### config.mk
export PLATFORM = sky130hd
export DESIGN_NAME = integer_format_string_printer_top
export DESIGN_NICKNAME = d
export VERILOG_FILES = /design/src/sv/ifp_pkg.sv /design/src/sv/ifp_front.sv /design/src/sv/ifp_queue.sv /design/src/sv/ifp_back.sv /design/src/sv/integer_format_string_printer_top.sv
export SDC_FILE = /design/constraint.sdc
export NUM_CORES = 1
export LEC_CHECK = 0
export ABC_CLOCK_PERIOD_IN_PS = 5400
export CAP_MARGIN = 10
export CORE_MARGIN = 2
export CORE_UTILIZATION = 59
export DETAILED_ROUTE_END_ITERATION = 16
export DONT_BUFFER_PORTS = 1
export GPL_TIMING_DRIVEN = 0
export MAX_ROUTING_LAYER = met4
export PLACE_DENSITY = 0.78
export SLEW_MARGIN = 15
export SYNTH_ARGS = -nofsm -noshare
export SYNTH_HDL_FRONTEND = slang
export SYNTH_HIERARCHICAL = 1
export SYNTH_SLANG_ARGS = --single-unit
### constraint.sdc
create_clock -name clk_i -period 5.4 [get_ports clk_i]
set_input_delay 0.81 -clock clk_i [delete_from_list [all_inputs] [get_ports clk_i]]
set_output_delay 0.81 -clock clk_i [all_outputs]
set_load 0.02 [all_outputs]
### src/sv/ifp_pkg.sv
// Shared types and constants for the integer format-string printer.
// Holds the channel payload structs, the command passed from front to back,
// the character codes and the hex digit table. No dependencies.
package ifp_pkg;

  localparam int unsigned NumDigits = 20;
  localparam int unsigned DigitBits = 4 * NumDigits;

  localparam logic [7:0] ChPercent = 8'h25;
  localparam logic [7:0] ChHash    = 8'h23;
  localparam logic [7:0] ChLong    = 8'h6c;
  localparam logic [7:0] ChZero    = 8'h30;
  localparam logic [7:0] ChNine    = 8'h39;
  localparam logic [7:0] ChMinus   = 8'h2d;
  localparam logic [7:0] ChSpace   = 8'h20;
  localparam logic [7:0] ChPlus    = 8'h2b;
  localparam logic [7:0] ChHex     = 8'h78;

  localparam logic [7:0] HexChars [16] = '{
    8'h30, 8'h31, 8'h32, 8'h33, 8'h34, 8'h35, 8'h36, 8'h37,
    8'h38, 8'h39, 8'h61, 8'h62, 8'h63, 8'h64, 8'h65, 8'h66
  };

  typedef struct packed {
    logic [7:0]  fmt_byte;
    logic [63:0] arg_value;
    logic        is_last;
  } ifp_in_t;

  typedef struct packed {
    logic [7:0] out_char;
    logic       run_end;
  } ifp_out_t;

  // One unit of work for the back end: an echoed byte or a conversion.
  typedef struct packed {
    logic        is_conv;
    logic        hex;
    logic        prefix;
    logic        zero_pad;
    logic [5:0]  pad_width;
    logic [7:0]  echo_char;
    logic [63:0] value;
  } ifp_cmd_t;

  function automatic logic [7:0] hex_char(logic [3:0] nib);
    return HexChars[nib];
  endfunction

endpackage

### src/sv/ifp_front.sv
// Front end: parses format bytes, keeps the spec state, issues commands.
// Depends on ifp_pkg.
module ifp_front #(
  parameter int unsigned MaxWidth = 32
) (
  input  logic             clk_i,
  input  logic             rst_ni,
  input  logic             accept_i,
  input  ifp_pkg::ifp_in_t in_data_i,
  output logic             push_o,
  output ifp_pkg::ifp_cmd_t cmd_o
);

  logic       spec_open_q, spec_open_d;
  logic       prefix_q, prefix_d;
  logic       zpad_q, zpad_d;
  logic       long_q, long_d;
  logic       coll_q, coll_d;
  logic [5:0] pad_q, pad_d;

  logic [7:0]  c;
  logic        is_digit;
  logic        handled;
  logic        emit_conv;
  logic        emit_hex;
  logic [9:0]  wide_w;
  logic [63:0] val;

  always_comb begin
    c        = in_data_i.fmt_byte;
    is_digit = (c >= ifp_pkg::ChZero) && (c <= ifp_pkg::ChNine);
    wide_w   = {4'b0, pad_q} * 10'd10 + {6'b0, c[3:0]};

    spec_open_d = spec_open_q;
    prefix_d    = prefix_q;
    zpad_d      = zpad_q;
    long_d      = long_q;
    coll_d      = coll_q;
    pad_d       = pad_q;
    handled     = 1'b0;
    emit_conv   = 1'b0;
    emit_hex    = 1'b0;
    push_o      = 1'b0;

    if (!spec_open_q) begin
      if (c == ifp_pkg::ChPercent) begin
        spec_open_d = 1'b1;
        prefix_d    = 1'b0;
        zpad_d      = 1'b0;
        long_d      = 1'b0;
        coll_d      = 1'b0;
        pad_d       = '0;
      end else begin
        push_o = accept_i;
      end
    end else begin
      if (coll_q) begin
        if (is_digit) begin
          pad_d   = (wide_w > 10'(MaxWidth)) ? 6'(MaxWidth) : wide_w[5:0];
          handled = 1'b1;
        end else begin
          coll_d = 1'b0;
        end
      end
      if (!handled) begin
        unique case (c)
          ifp_pkg::ChHash: prefix_d = 1'b1;
          ifp_pkg::ChLong: long_d   = 1'b1;
          ifp_pkg::ChZero: begin
            zpad_d = 1'b1;
            coll_d = 1'b1;
            pad_d  = '0;
          end
          ifp_pkg::ChMinus, ifp_pkg::ChSpace, ifp_pkg::ChPlus: ;
          ifp_pkg::ChHex: begin
            emit_conv   = 1'b1;
            emit_hex    = 1'b1;
            spec_open_d = 1'b0;
          end
          default: begin
            emit_conv   = 1'b1;
            spec_open_d = 1'b0;
          end
        endcase
      end
    end

    // Flush a spec left open by the final byte as decimal.
    if (in_data_i.is_last && spec_open_d) begin
      emit_conv = 1'b1;
      emit_hex  = 1'b0;
    end

    val = long_d ? in_data_i.arg_value : {32'b0, in_data_i.arg_value[31:0]};

    cmd_o.is_conv   = emit_conv;
    cmd_o.hex       = emit_hex;
    cmd_o.prefix    = prefix_d;
    cmd_o.zero_pad  = zpad_d;
    cmd_o.pad_width = pad_d;
    cmd_o.echo_char = c;
    cmd_o.value     = val;
    if (emit_conv) begin
      push_o = accept_i;
    end

    if (in_data_i.is_last) begin
      spec_open_d = 1'b0;
      prefix_d    = 1'b0;
      zpad_d      = 1'b0;
      long_d      = 1'b0;
      coll_d      = 1'b0;
      pad_d       = '0;
    end
  end

  always_ff @(posedge clk_i or negedge rst_ni) begin
    if (!rst_ni) begin
      spec_open_q <= 1'b0;
      prefix_q    <= 1'b0;
      zpad_q      <= 1'b0;
      long_q      <= 1'b0;
      coll_q      <= 1'b0;
      pad_q       <= '0;
    end else if (accept_i) begin
      spec_open_q <= spec_open_d;
      prefix_q    <= prefix_d;
      zpad_q      <= zpad_d;
      long_q      <= long_d;
      coll_q      <= coll_d;
      pad_q       <= pad_d;
    end
  end

endmodule

### src/sv/ifp_queue.sv
// Two-entry command queue between the front and back ends.
// Depends on ifp_pkg.
module ifp_queue (
  input  logic              clk_i,
  input  logic              rst_ni,
  input  logic              push_i,
  input  ifp_pkg::ifp_cmd_t push_cmd_i,
  input  logic              pop_i,
  output logic              full_o,
  output logic              valid_o,
  output ifp_pkg::ifp_cmd_t head_o
);

  ifp_pkg::ifp_cmd_t mem_q [2];
  logic       wr_ptr_q, wr_ptr_d;
  logic       rd_ptr_q, rd_ptr_d;
  logic [1:0] count_q, count_d;

  assign full_o  = (count_q == 2'd2);
  assign valid_o = (count_q != 2'd0);
  assign head_o  = mem_q[rd_ptr_q];

  always_comb begin
    wr_ptr_d = push_i ? ~wr_ptr_q : wr_ptr_q;
    rd_ptr_d = pop_i ? ~rd_ptr_q : rd_ptr_q;
    count_d  = count_q + {1'b0, push_i} - {1'b0, pop_i};
  end

  always_ff @(posedge clk_i) begin
    if (push_i) begin
      mem_q[wr_ptr_q] <= push_cmd_i;
    end
  end

  always_ff @(posedge clk_i or negedge rst_ni) begin
    if (!rst_ni) begin
      wr_ptr_q <= 1'b0;
      rd_ptr_q <= 1'b0;
      count_q  <= '0;
    end else begin
      wr_ptr_q <= wr_ptr_d;
      rd_ptr_q <= rd_ptr_d;
      count_q  <= count_d;
    end
  end

endmodule

### src/sv/ifp_back.sv
// Back end: echoes bytes; decimal to digits by shift-and-add-3, four bits a cycle;
// strips leading zeros, emits prefix, padding and digits. Depends on ifp_pkg.
module ifp_back (
  input  logic              clk_i,
  input  logic              rst_ni,
  input  logic              cmd_valid_i,
  input  ifp_pkg::ifp_cmd_t cmd_i,
  output logic              pop_o,
  output logic              out_valid_o,
  input  logic              out_stall_i,
  output ifp_pkg::ifp_out_t out_data_o
);

  localparam logic [2:0] SIdle   = 3'd0;
  localparam logic [2:0] SConv   = 3'd1;
  localparam logic [2:0] SStrip  = 3'd2;
  localparam logic [2:0] SPre0   = 3'd3;
  localparam logic [2:0] SPreX   = 3'd4;
  localparam logic [2:0] SPad    = 3'd5;
  localparam logic [2:0] SDigits = 3'd6;

  localparam int unsigned DB = ifp_pkg::DigitBits;

  // Four dependent double-dabble steps over {bcd, bin}.
  function automatic logic [DB+63:0] dd_step4(logic [DB+63:0] acc);
    logic [DB+63:0] a;
    a = acc;
    for (int s = 0; s < 4; s++) begin
      for (int k = 0; k < ifp_pkg::NumDigits; k++) begin
        if (a[64+4*k +: 4] >= 4'd5) begin
          a[64+4*k +: 4] = a[64+4*k +: 4] + 4'd3;
        end
      end
      a = {a[DB+62:0], 1'b0};
    end
    return a;
  endfunction

  logic [2:0]    state_q, state_d;
  logic [DB-1:0] digits_q, digits_d;
  logic [63:0]   bin_q, bin_d;
  logic [3:0]    cnt_q, cnt_d;
  logic [4:0]    ndig_q, ndig_d;
  logic [5:0]    pad_cnt_q, pad_cnt_d;
  logic          prefix_q, prefix_d;
  logic          zpad_q, zpad_d;
  logic [5:0]    padw_q, padw_d;
  logic          out_valid_q, out_valid_d;
  ifp_pkg::ifp_out_t out_q, out_d;

  logic       out_ready;
  logic       emit;
  logic [7:0] ch;
  logic       run_end;
  logic [3:0] top_nib;

  assign out_ready   = !out_valid_q || !out_stall_i;
  assign out_valid_o = out_valid_q;
  assign out_data_o  = out_q;
  assign top_nib     = digits_q[DB-1 -: 4];

  always_comb begin
    state_d   = state_q;
    digits_d  = digits_q;
    bin_d     = bin_q;
    cnt_d     = cnt_q;
    ndig_d    = ndig_q;
    pad_cnt_d = pad_cnt_q;
    prefix_d  = prefix_q;
    zpad_d    = zpad_q;
    padw_d    = padw_q;
    emit      = 1'b0;
    ch        = '0;
    run_end   = 1'b0;
    pop_o     = 1'b0;

    unique case (state_q)
      SIdle: begin
        if (cmd_valid_i) begin
          if (!cmd_i.is_conv) begin
            if (out_ready) begin
              pop_o   = 1'b1;
              emit    = 1'b1;
              ch      = cmd_i.echo_char;
              run_end = 1'b1;
            end
          end else begin
            pop_o    = 1'b1;
            prefix_d = cmd_i.prefix;
            zpad_d   = cmd_i.zero_pad;
            padw_d   = cmd_i.pad_width;
            if (cmd_i.hex) begin
              digits_d = {{(DB-64){1'b0}}, cmd_i.value};
              ndig_d   = 5'(ifp_pkg::NumDigits);
              state_d  = SStrip;
            end else begin
              digits_d = '0;
              if (cmd_i.value[63:32] == 32'h0) begin
                bin_d = {cmd_i.value[31:0], 32'h0};
                cnt_d = 4'd7;
              end else begin
                bin_d = cmd_i.value;
                cnt_d = 4'd15;
              end
              state_d = SConv;
            end
          end
        end
      end
      SConv: begin
        {digits_d, bin_d} = dd_step4({digits_q, bin_q});
        cnt_d = cnt_q - 4'd1;
        if (cnt_q == 4'd0) begin
          ndig_d  = 5'(ifp_pkg::NumDigits);
          state_d = SStrip;
        end
      end
      SStrip: begin
        if (top_nib == 4'h0 && ndig_q > 5'd1) begin
          digits_d = {digits_q[DB-5:0], 4'h0};
          ndig_d   = ndig_q - 5'd1;
        end else begin
          pad_cnt_d = (zpad_q && padw_q > {1'b0, ndig_q}) ?
                      padw_q - {1'b0, ndig_q} : 6'd0;
          state_d   = prefix_q ? SPre0 : SPad;
        end
      end
      SPre0: begin
        if (out_ready) begin
          emit    = 1'b1;
          ch      = ifp_pkg::ChZero;
          state_d = SPreX;
        end
      end
      SPreX: begin
        if (out_ready) begin
          emit    = 1'b1;
          ch      = ifp_pkg::ChHex;
          state_d = SPad;
        end
      end
      SPad: begin
        if (pad_cnt_q == 6'd0) begin
          state_d = SDigits;
        end else if (out_ready) begin
          emit      = 1'b1;
          ch        = ifp_pkg::ChZero;
          pad_cnt_d = pad_cnt_q - 6'd1;
        end
      end
      SDigits: begin
        if (out_ready) begin
          emit     = 1'b1;
          ch       = ifp_pkg::hex_char(top_nib);
          run_end  = (ndig_q == 5'd1);
          digits_d = {digits_q[DB-5:0], 4'h0};
          ndig_d   = ndig_q - 5'd1;
          if (ndig_q == 5'd1) begin
            state_d = SIdle;
          end
        end
      end
      default: state_d = SIdle;
    endcase

    out_valid_d = out_valid_q;
    out_d       = out_q;
    if (out_ready) begin
      out_valid_d      = emit;
      out_d.out_char   = ch;
      out_d.run_end    = run_end;
    end
  end

  always_ff @(posedge clk_i) begin
    digits_q  <= digits_d;
    bin_q     <= bin_d;
    cnt_q     <= cnt_d;
    ndig_q    <= ndig_d;
    pad_cnt_q <= pad_cnt_d;
    prefix_q  <= prefix_d;
    zpad_q    <= zpad_d;
    padw_q    <= padw_d;
    out_q     <= out_d;
  end

  always_ff @(posedge clk_i or negedge rst_ni) begin
    if (!rst_ni) begin
      state_q     <= SIdle;
      out_valid_q <= 1'b0;
    end else begin
      state_q     <= state_d;
      out_valid_q <= out_valid_d;
    end
  end

endmodule

### src/sv/integer_format_string_printer_top.sv
// Top level: front parser, two-entry command queue, back-end emitter. Depends on ifp_pkg,
// ifp_front, ifp_queue, ifp_back. When the back end is free, an echo beat passes through
// the queue entry and the registered output beat; echoes stream at one per cycle while
// the output is not stalled. A conversion holds the back end through decimal conversion
// (shorter for values within 32 bits), strip, prefix, pad zeros, digits, output stalls.
// Reset (asynchronous, active low) clears the spec state, the queue and the output stage.
module integer_format_string_printer_top #(
  parameter int unsigned MaxWidth = 32
) (
  input  logic              clk_i,
  input  logic              rst_ni,
  input  logic              in_valid_i,
  output logic              in_stall_o,
  input  ifp_pkg::ifp_in_t  in_data_i,
  output logic              out_valid_o,
  input  logic              out_stall_i,
  output ifp_pkg::ifp_out_t out_data_o
);

  logic              accept;
  logic              push;
  logic              pop;
  logic              q_full;
  logic              q_valid;
  ifp_pkg::ifp_cmd_t push_cmd;
  ifp_pkg::ifp_cmd_t head_cmd;

  // Hold the input whenever the queue cannot take another command.
  assign in_stall_o = q_full;
  assign accept     = in_valid_i && !q_full;

  // Parse each beat and issue at most one command for it.
  ifp_front #(
    .MaxWidth(MaxWidth)
  ) u_front (
    .clk_i     (clk_i),
    .rst_ni    (rst_ni),
    .accept_i  (accept),
    .in_data_i (in_data_i),
    .push_o    (push),
    .cmd_o     (push_cmd)
  );

  // Decouple parsing from emission so each side stalls on its own.
  ifp_queue u_queue (
    .clk_i      (clk_i),
    .rst_ni     (rst_ni),
    .push_i     (push),
    .push_cmd_i (push_cmd),
    .pop_i      (pop),
    .full_o     (q_full),
    .valid_o    (q_valid),
    .head_o     (head_cmd)
  );

  // Convert and emit characters through a registered output beat.
  ifp_back u_back (
    .clk_i       (clk_i),
    .rst_ni      (rst_ni),
    .cmd_valid_i (q_valid),
    .cmd_i       (head_cmd),
    .pop_o       (pop),
    .out_valid_o (out_valid_o),
    .out_stall_i (out_stall_i),
    .out_data_o  (out_data_o)
  );

endmodule

==> metrics.md <==
| Metric | Value |
|---|---|
| Hold Path Stages | 1 |
| Post-DP HPWL | 55.5 mm |
| Fill count | 3502 |
| Cell total after placement | 3393 |
| Fraction of layout cells with a size suffix above 1 | 0.130 |
| Final Max Slew Viols | 0 |
| Worst EP arrival | 5.05 ns |
| Global-route wire length before repair | 116 mm |
| Hold crit path type | in -> reg |
| DRC Markers | 0 |
| Least-Margin Pin Slew | 1.14 ns |
| Warnings from Yosys | 6 |
| Final Hold Fails | 0 |
| Die area | 0.0475 mm^2 |
| Pin count of the biggest net entering global routing | 58 |
| Commonest non-fill, non-tap cell in the layout | edfxtp_1 |
| Skew final | 0.0365 ns |
| CTS tree | yes |
| IO Port Bufs | 0 |
| CP startpoint kind | flop |
| Fin cells | 3471 |
| Status | complete, no violations |
| Post-Syn Area per Cell | 9.70 um^2 |
| Post-Route WL | 75.2 mm |
| Met2 usage | 0.519 |
| Die H | 218 um |
| Hold slack | 0.404 ns |
| Final Critical Period | 4.75 ns |
| Global routing's busiest layer | met2 |
| Rows | 78 |
| Setup bufs post-CTS | 0 |
| Worst-Skew Late Latency | 0.59 ns |
| Maxcap violations | 0 |
| CP Capture Type | flop |
| Synth Instances | 2784 |
| Root Buffer | clkbuf_16 |
| CP max FO | 6 |
| Reg2reg start | u_back/digits_q[24]$_DFFE_PP_ |
| Rel. slew slack | 0.238 |
| Placer Congestion | 0.970 |
| #FFs+latches synth | 359 |
| R2R Setup Slk | 0.65 ns |
| Crit path capture | u_back/digits_q[25]$_DFFE_PP_ |
| Reg2reg path depth | 17 |
| CP startpoint | u_back/digits_q[24]$_DFFE_PP_ |
| Clk buf depth | 3 |
| Routed wire per std cell | 21.7 um |
| Utilization after layout | 0.649 |
| Kind of critical path | reg -> reg |
| Tcrit/Tclk final | 0.879 |
| WP data required | 5.70 ns |
| Clock transition at the registers of the reported paths | 0.06 ns |
| Pre-Repair DR Iteration Count | 8 |
| Vias | 23100 |
| Vias in the first global route | 21900 |
| Overall Global Routing Usage | 0.319 |
| Peak Freq | 211 MHz |
| Total grt overflow | 0 |
| Mapped Area | 0.0270 mm^2 |
| Most frequent cells in the layout | edfxtp_1 (340), nand2_1 (280), o21ai_0 (221), a21oi_1 (162), nor2_1 (134) |
| GR Util met1 | 0.399 |
| Chip width | 218 um |
| Routed Antenna Nets | 0 |
| Register area share after synthesis | 0.396 |
| Met3 GRT Util | 0.0593 |
| R2R Path End | u_back/digits_q[25]$_DFFE_PP_ |
| Min-delay src | in_data_i[15] |
| CTS Sinks | 359 |
| Unrepaired setup endpoints after global routing | no |
| # IOs | 88 |
| Initial core utilization | 0.596 |
| Vias per inst | 6.67 |
| Distinct cells, synth | 113 |
| EDFF count, synth | 340 |
| Final setup viols | 0 |
| CTS Buf Count | 40 |
| Initial drt markers | 2649 |
| Post-synth ARST share | 0.0529 |
| Post-layout nets | 3032 |
| Top_reg_cell synth | edfxtp_1 |
| # H-tree levels | 2 |
| Synthesized net count | 2980 |
| Core region area | 0.0453 mm^2 |
| Initial antenna violation count | 3 |
| Synthesis-to-layout area growth | 8.88% |
==> metal layers <==
layer  routed length [um]  vias to the layer above
li1                     -                    10700
met1                29800                    11100
met2                35500                     1200
met3                 7260                      199
met4                 2540                        0
met5                    0                        -
==> area by class of cell <==
| cell class | instances | area [um^2] | share of cell area |
|---|---|---|---|
| clock buffers | 49 | 1030 | 0.0352 |
| diodes | 5 | 12.5 | 0.000426 |
| multi-input cells | 2136 | 14900 | 0.507 |
| repair buffers | 10 | 243 | 0.00826 |
| flip-flops and latches | 359 | 10700 | 0.364 |
| inverters | 136 | 510 | 0.0174 |
| plain buffers | 153 | 936 | 0.0318 |
| well taps | 600 | 751 | 0.0255 |
| clock inverters | 23 | 324 | 0.0110 |
==> how the worst min path moves through the flow <==
stage	slack, ns	end
final	0.40	u_queue/mem_q[1][14]$_DFFE_PP_
after CTS	0.38	u_queue/mem_q[1][3]$_DFFE_PP_
after floorplan	0.47	u_queue/wr_ptr_q$_DFFE_PN0P_
after detailed placement	0.51	u_back/bin_q[60]$_DFFE_PP_
after global placement	0.49	u_queue/wr_ptr_q$_DFFE_PN0P_
after global routing	0.39	u_queue/mem_q[1][7]$_DFFE_PP_
==> synth_stat cells (12+ instances only) <==
cell,count,area share
mux2_2,42,0.018
and3_1,33,0.0076
nor2b_1,34,0.0079
nor3b_1,12,0.0033
dfrtp_1,19,0.018
ha_1,116,0.054
o21a_1,29,0.0081
nor4_1,16,0.0037
nand2b_1,52,0.012
or3_1,26,0.0060
xor2_1,13,0.0042
o31ai_1,16,0.0044
nand3_1,52,0.0096
xnor2_1,23,0.0075
edfxtp_1,340,0.38
a211oi_1,67,0.019
a21o_1,35,0.0097
clkbuf_1,74,0.010
buf_2,18,0.0033
o21ai_0,221,0.041
a2bb2oi_1,12,0.0039
nor3_1,54,0.010
o22ai_1,36,0.0083
buf_4,44,0.012
inv_1,133,0.018
nand2_1,280,0.039
o211a_1,13,0.0048
mux2_4,70,0.039
nor2_1,135,0.019
a22oi_1,58,0.016
a211o_1,30,0.0097
and2_1,29,0.0067
o21ai_1,38,0.0070
or2_2,33,0.0076
mux2i_1,63,0.023
a21oi_1,162,0.030
o211ai_1,38,0.011
and2_4,30,0.0097
o21bai_1,25,0.0070
==> sequential cells by signal, indices dropped and copies added, names as in the netlist <==
signal / cells
u_back/bin_q: 64
u_back/cnt_q: 4
u_back/digits_q: 80
u_back/ndig_q: 5
u_back/out_data_o: 9
u_back/out_valid_o: 1
u_back/pad_cnt_q: 6
u_back/padw_q: 6
u_back/prefix_q: 1
u_back/state_q: 3
u_back/zpad_q: 1
u_front/coll_q: 1
u_front/long_q: 1
u_front/pad_q: 6
u_front/prefix_q: 1
u_front/spec_open_q: 1
u_front/zpad_q: 1
u_queue/count_q: 2
u_queue/mem_q: 164
u_queue/rd_ptr_q: 1
u_queue/wr_ptr_q: 1
==> logic make-up after synthesis <==
| group | Yosys count | share of synthesized area |
|---|---|---|
| muxes | 177 | 0.0812 |
| buffers and inverters | 289 | 0.0536 |
| adders and majority gates | 120 | 0.0564 |
| DFF | 359 | 0.396 |
| xor gates and xnor gates | 37 | 0.0126 |
| and+or+nand+nor | 854 | 0.162 |
| AOI/OAI and AO/OA | 948 | 0.238 |
==> repair_timing <==
action / 4_1_cts / 5_1_grt
endpoints found under the setup margin: 0 / 0
gates resized for setup: 0 / 0
hold buffers: 1 / 0
endpoints found under the hold margin: 19 / 0
==> critical path: stages, from the launching register on <==
cell       delay, ns
edfxtp_1        0.47
inv_1           0.15
ha_1            0.24
nor2b_1         0.24
o21ai_0         0.23
or2_2           0.35
ha_1            0.21
o21bai_1        0.16
a211oi_1        0.41
or2_2           0.22
ha_1            0.19
nor2_1          0.06
a221o_1         0.38
and2_1          0.18
ha_1            0.22
nand3b_1        0.16
a2111oi_0       0.49
o31ai_1         0.13
==> through the flow <==
stage	area [um^2]	TNS [ns]	worst slack [ns]
floorplan	27000	0	0.792
global placement	27800	-60.44	-0.465
detailed placement	28000	0	0.678
CTS	29400	0	0.663
global route	29400	0	0.272
finish	29400	0	0.652
Power is left out: the tool's default activity adds up to more than one toggle a clock period on the data nets, which glitch-free logic cannot reach.
